<file path="src/hdl/sps_pkg.sv">
// shared types, codes and sizes for the scripted pad step sequencer
package sps_pkg;

    localparam int MAX_STEPS     = 64;
    localparam int COUNT_BITS    = 24;
    localparam int STEP_IDX_BITS = (MAX_STEPS > 1) ? $clog2(MAX_STEPS) : 1;
    localparam int PTR_BITS      = $clog2(MAX_STEPS + 1);
    localparam int CNT_BITS      = COUNT_BITS + 1;
    localparam int NEUTRAL_POLLS = 2;

    localparam logic [1:0] ACT_CLEAR  = 2'd0;
    localparam logic [1:0] ACT_APPEND = 2'd1;
    localparam logic [1:0] ACT_POLL   = 2'd2;

    localparam logic [1:0] KIND_PRESS     = 2'd0;
    localparam logic [1:0] KIND_STICK     = 2'd1;
    localparam logic [1:0] KIND_WAIT_POLL = 2'd2;
    localparam logic [1:0] KIND_WAIT_FLAG = 2'd3;

    localparam logic [1:0] AXIS_LEFT_X  = 2'd0;
    localparam logic [1:0] AXIS_LEFT_Y  = 2'd1;
    localparam logic [1:0] AXIS_RIGHT_X = 2'd2;
    localparam logic [1:0] AXIS_RIGHT_Y = 2'd3;

    typedef struct packed {
        logic [1:0]            kind;
        logic [15:0]           buttons;
        logic [1:0]            axis;
        logic [15:0]           level;
        logic [COUNT_BITS-1:0] count;
        logic                  want;
    } t_step;

    localparam int STEP_BITS = $bits(t_step);

    typedef struct packed {
        logic                     we;
        logic [STEP_IDX_BITS-1:0] addr;
        t_step                    data;
    } t_tbl_wr;

endpackage

</file>
<file path="src/hdl/sps_ram.sv">
// generic single-port-write ram with registered read
module sps_ram #(
    parameter int WIDTH = 8,
    parameter int DEPTH = 16
) (
    input  logic                                      i_clk,
    input  logic                                      i_we,
    input  logic [((DEPTH > 1) ? $clog2(DEPTH) : 1)-1:0] i_waddr,
    input  logic [WIDTH-1:0]                          i_wdata,
    input  logic [((DEPTH > 1) ? $clog2(DEPTH) : 1)-1:0] i_raddr,
    output logic [WIDTH-1:0]                          o_rdata
);

    logic [WIDTH-1:0] r_mem [DEPTH];
    logic [WIDTH-1:0] r_rdata;

    always_ff @(posedge i_clk) begin
        if (i_we) begin
            r_mem[i_waddr] <= i_wdata;
        end
        r_rdata <= r_mem[i_raddr];
    end

    assign o_rdata = r_rdata;

endmodule

</file>
<file path="src/hdl/sps_table.sv">
// step table: ram plus write-to-read bypass, presents the step at the pointer
module sps_table (
    input  logic                                 i_clk,
    input  logic                                 i_rst_n,
    input  sps_pkg::t_tbl_wr                     i_wr,
    input  logic [sps_pkg::STEP_IDX_BITS-1:0]    i_rd_addr,
    output sps_pkg::t_step                       o_step
);
    import sps_pkg::*;

    logic [STEP_BITS-1:0] rdata;
    logic                 r_byp_hit;
    t_step                r_byp_data;

    sps_ram #(
        .WIDTH(STEP_BITS),
        .DEPTH(MAX_STEPS)
    ) u_ram (
        .i_clk  (i_clk),
        .i_we   (i_wr.we),
        .i_waddr(i_wr.addr),
        .i_wdata(i_wr.data),
        .i_raddr(i_rd_addr),
        .o_rdata(rdata)
    );

    // same-cycle write to the address being read
    always_ff @(posedge i_clk) begin
        if (!i_rst_n) begin
            r_byp_hit <= 1'b0;
        end else begin
            r_byp_hit <= i_wr.we && (i_wr.addr == i_rd_addr);
        end
        r_byp_data <= i_wr.data;
    end

    assign o_step = r_byp_hit ? r_byp_data : t_step'(rdata);

endmodule

</file>
<file path="config.mk">
export PLATFORM = sky130hd
export DESIGN_NAME = sps_table
export DESIGN_NICKNAME = d
export VERILOG_FILES = /design/src/hdl/sps_pkg.sv /design/src/hdl/sps_ram.sv /design/src/hdl/sps_table.sv
export SDC_FILE = /design/constraint.sdc
export NUM_CORES = 2
export LEC_CHECK = 0
export BUFFER_PORTS_ARGS = -buffer_cell sky130_fd_sc_hd__buf_2
export CAP_MARGIN = 20
export CORE_MARGIN = 2
export CORE_UTILIZATION = 35
export CTS_CLUSTER_DIAMETER = 40
export DETAILED_ROUTE_END_ITERATION = 8
export REMOVE_ABC_BUFFERS = 1
export SYNTH_ARGS = -nofsm -noshare
export SYNTH_HDL_FRONTEND = slang
export SYNTH_SLANG_ARGS = --single-unit
</file>
<file path="constraint.sdc">
create_clock -name i_clk -period 7.7 [get_ports i_clk]
set_input_delay 0.77 -clock i_clk [delete_from_list [all_inputs] [get_ports i_clk]]
set_output_delay 0.77 -clock i_clk [all_outputs]
set_load 0.01 [all_outputs]
</file>
# --- Word-level counts from Yosys, hierarchy flattened ---
# Memories as Yosys holds them, arrays and structs flattened. A register that Yosys moved wholly into a read port is not among the register bits.
# Index checks and enable logic that the tools add are counted.
totals:
  reg_bits: 62
  latch_bits: 0
  mem_bits_rw: 3904
  rom_bits: 0
  in_bits: 76
  out_inout_bits: 61
  wordCells: 13
  memories: 1
mem_list:
  columns: ["memory", "words", "width", "rd", "rd_clocked_by_memory_dff", "wr", "line", "source"]
  rows:
  - ["u_ram.r_mem", 64, 61, 1, 1, 1, "sps_ram.sv:14", "logic [WIDTH-1:0] r_mem [DEPTH];"]
op_classes:
  addsub: 0
  mul: 0
  div: 0
  order_cmp: 0
  eq_ne: 1
  shift: 0
  mux: 3
  bitwise: 0
  reduce_logical: 1
op_table:
  columns: ["cell", "n"]
  rows:
  - ["2-to-1 mux 61 bit", 1]
  - ["== test 6 bit", 1]
  - ["2-to-1 mux 1 bit", 2]
  - ["logical AND 1 bit", 1]

# --- Longest topological paths before layout ---
depth:
  ltp_word: 2
  mapped_depth: 10
  mapped_depth_nobuf: 5

# --- Modules after synthesis ---
# From an unflattened synthesis, not the netlist that was laid out.
hier_totals:
  hier_cells: 6483
  area_unflattened_um2: 151346.4
modules_own_cells:
  columns: ["mod", "n_inst", "cells_each", "area_each_um2", "seq_area_each_um2"]
  rows:
  - ["sps_ram", 1, 6344, 148992.9, 118453.6]
  - ["sps_table", 1, 139, 2353.5, 1241.2]

# --- Worst setup path before layout ---
# No wires, ideal clock.
synth_path:
  path_kind: "input -> register"
  start: "in i_wr[64] in the netlist's numbering"
  end: "mem u_ram.r_mem[48][0] in the netlist's numbering (enable)"
  setup_ps: 555
  arrival_time_ps: 5445
  required_time_ps: 7145
  path_slack_ps: 1701
  path_stages: 4
  path_buffers: 1
  cell_sequence: "clkbuf_1 -> nor2b_1 -> nand4b_1 -> nor3_1"
synth_lines:
  columns: ["item", "line", "source"]
  rows:
  - ["start, declared", "sps_table.sv:5", "input sps_pkg::t_tbl_wr i_wr,"]
  - ["end, declared", "sps_ram.sv:14", null]
# Straight into the memory's write port.

==> flow_metrics.tcl <==
set metrics [dict create \
    status "completed" \
    synth-edff-count 3904 \
    cp_max_fo 23 \
    ys_ff_latch 4027 \
    top_layer "met5" \
    pin_count 137 \
    grt_pass1_wl_mm 592 \
    dpl_worst_slack_ns 3.10 \
    crit_path_max_incr_delay_ns 0.76 \
    syn_area_um2 152000 \
    hold_viol 0 \
    cap_violations 0 \
    initial_core_util 0.352 \
    yosysSeqAreaShare 0.789 \
    end_kind "output pin" \
    maxSlewHeadroom 0.173 \
    post_drt_wl_per_cell_um 32.1 \
    synth_top_cell_by_area "edfxtp_1" \
    slowest_stage "dfxtp_4" \
    hp-class "primary input to flop" \
    antenna_found_initial 23 \
    setup_viol 0 \
    drt-total-wl_mm 425 \
    cts_resized 0 \
    crit_required_ns 6.93 \
    drt-met1-wl_mm 168 \
    final_cell_mix "edfxtp_1, mux4_2, clkbuf_16, mux2i_1, buf_4" \
    utilization 0.410 \
    ys.flop_type "edfxtp_1" \
    cts_made_buffers 462 \
    routabilityCongestion 0.786 \
    finalNetCount 7204 \
    fin_setup_tns_ns 0 \
    die-area_um2 439000 \
    cp.arrival_ns 3.10 \
    h-tree-depth 5 \
    drc 0 \
    worst_pin_slew_ns 1.24 \
    dr.first_iter.drc_count 9680 \
    grt_pass1_vias 75261 \
    async_flop_share 0 \
    final_max_slew_viol_count 0 \
    cts_sinks 4027 \
    via_count 74411 \
    layout_commonest_cell "edfxtp_1" \
    coreArea_um2 431000 \
    netlist_instances 6644 \
    met2WireLength_mm 210 \
    synth_top_cell_area_share 0.772 \
    critical_path.cell_chain "buf_4 -> mux2_2 -> buf_2" \
    layout-drive-gt1-share 0.296 \
    die_x_um 663 \
    fin_ws_ns 3.83 \
    cts_tree "done" \
    detail_route.first_pass.iterations 6 \
    synth_area_leaders "edfxtp_1, mux4_2, mux2i_1, dfxtp_1, mux2_2" \
    io_buffer_count 136 \
    p_per_area_nw_per_um2 277 \
    critical_path_class "flop to output pin" \
    rows 241 \
    clk_pin_slew_ns 0.06 \
    dp_hpwl_mm 229 \
    clk_latency_ns 0.99 \
    syn_avg_cell_area_um2 22.8 \
    track_usage 0.189 \
    ir_drop_mv 0.225 \
    rsz0062_at_grt "false" \
    die_y_um 663 \
    critPathLaunchType "flop" \
    yosysUniqueCellTypes 43 \
    max_freq_ghz 0.258 \
    wl_met3_mm 33.0 \
    cts_root_buf "clkbuf_16" \
    ant_nets 0 \
    finalCriticalPeriod_ns 3.87 \
    post_cts_buffers 0 \
    grt_max_degree 111 \
    grt-ovfl-total 0 \
    power_leakage_nw 55.5 \
    yosys_warnings 0 \
    finalCritPeriodShare 0.503 \
    syn2layout_area_growth_pct 16.5 \
    finClkSkew_ns 0.0726 \
    routed_via_density 5.62 \
    clk_path_buf_depth 4 \
]
worst max-delay path, delay by kind of cell (launching register included):
| kind | cells | cell delay, ns |
|---|---|---|
| multiplexers | 1 | 0.48 |
| buffers and inverters | 2 | 0.74 |
| flip-flops | 1 | 0.76 |
timing repair:
action / 4_1_cts / 5_1_grt
hold endpoints to repair: 1 / 8
setup endpoints to repair: 0 / 0
hold buffers: 1 / 8
cells by family after synthesis:
kind of cell	count (synthesis)	share of synthesized area
AO/OA/AOI/OAI	576	0.0267
XOR/XNOR	6	0.000346
buffers and inverters	383	0.0135
flip-flops	4027	0.789
multiplexers	1311	0.161
AND/OR/NAND/NOR	341	0.0100
cell type report:
type                    count  area [µm²]
multi-input cells        2234       30600
clock inverters           328        3820
fillers                 37129      254000
clock buffers             542       12100
well taps                5710        7140
repair buffers            403        3550
flip-flops and latches   4027      120000
diodes                      6        15.0
cells in the mapped netlist (24+ instances only):
library cell  instances
a211oi_1             26
a221oi_1            113
dfxtp_1             123
mux4_2              891
a311oi_1             31
edfxtp_1           3904
o211a_1              34
nor2_1              174
buf_4                47
o21ai_1              93
nor3_1               36
o221ai_1             52
a21oi_1              83
nor2b_1              24
buf_2               153
o22ai_1              93
clkbuf_1            134
mux2_2              112
mux2i_1             294
nand2_1              58
o21ai_0              40
report_power, final:
group	leakage, nW	switching [mW]	internal [mW]
Sequential	36.2	0.0953	24.2
Clock	7.65	9.15	13.3
Combinational	11.7	1.41	0.807
Total	55.5	10.7	38.3
registers in the layout (all words and copies together) (netlist names):
| name | cells |
|---|---|
| r_byp_data | 61 |
| r_byp_hit | 1 |
| u_ram.r_mem | 3904 |
| u_ram.o_rdata | 61 |
routing by layer:
layer	vias to the layer above	global-route usage
met4	4	0.0592
met3	706	0.0282
met5	-	0
met1	40554	0.254
met2	3714	0.316
li1	29433	-
path summary, 6_finish.rpt:
kind                                              startpoint                   endpoint  slack, ns  depth (start not counted)
worst min register to register  u_ram.r_mem[8][55]$_DFFE_PP_  u_ram.o_rdata[55]$_DFF_P_       0.75                          4
worst max register to register  u_ram.r_mem[22][2]$_DFFE_PP_   u_ram.o_rdata[2]$_DFF_P_       5.31                          5
worst max-delay path                    r_byp_hit$_SDFF_PN0_                 o_step[10]       3.83                          3
worst min-delay path                                 i_wr[5]      r_byp_data[5]$_DFF_P_       0.03                          1
stage by stage:
stage	cell area, µm²	power (mW)	hold WS, ns	cells
after global placement	160000	27.0	0.707	12323
final	177000	49.0	0.0348	13250
after global routing	177000	50.2	0.00573	13248
after CTS	176000	49.3	0.0535	13199
after detailed placement	160000	27.0	0.733	12328
after floorplan	150000	25.7	0.671	6261
Note: power is estimated with default switching activity, not from simulation.
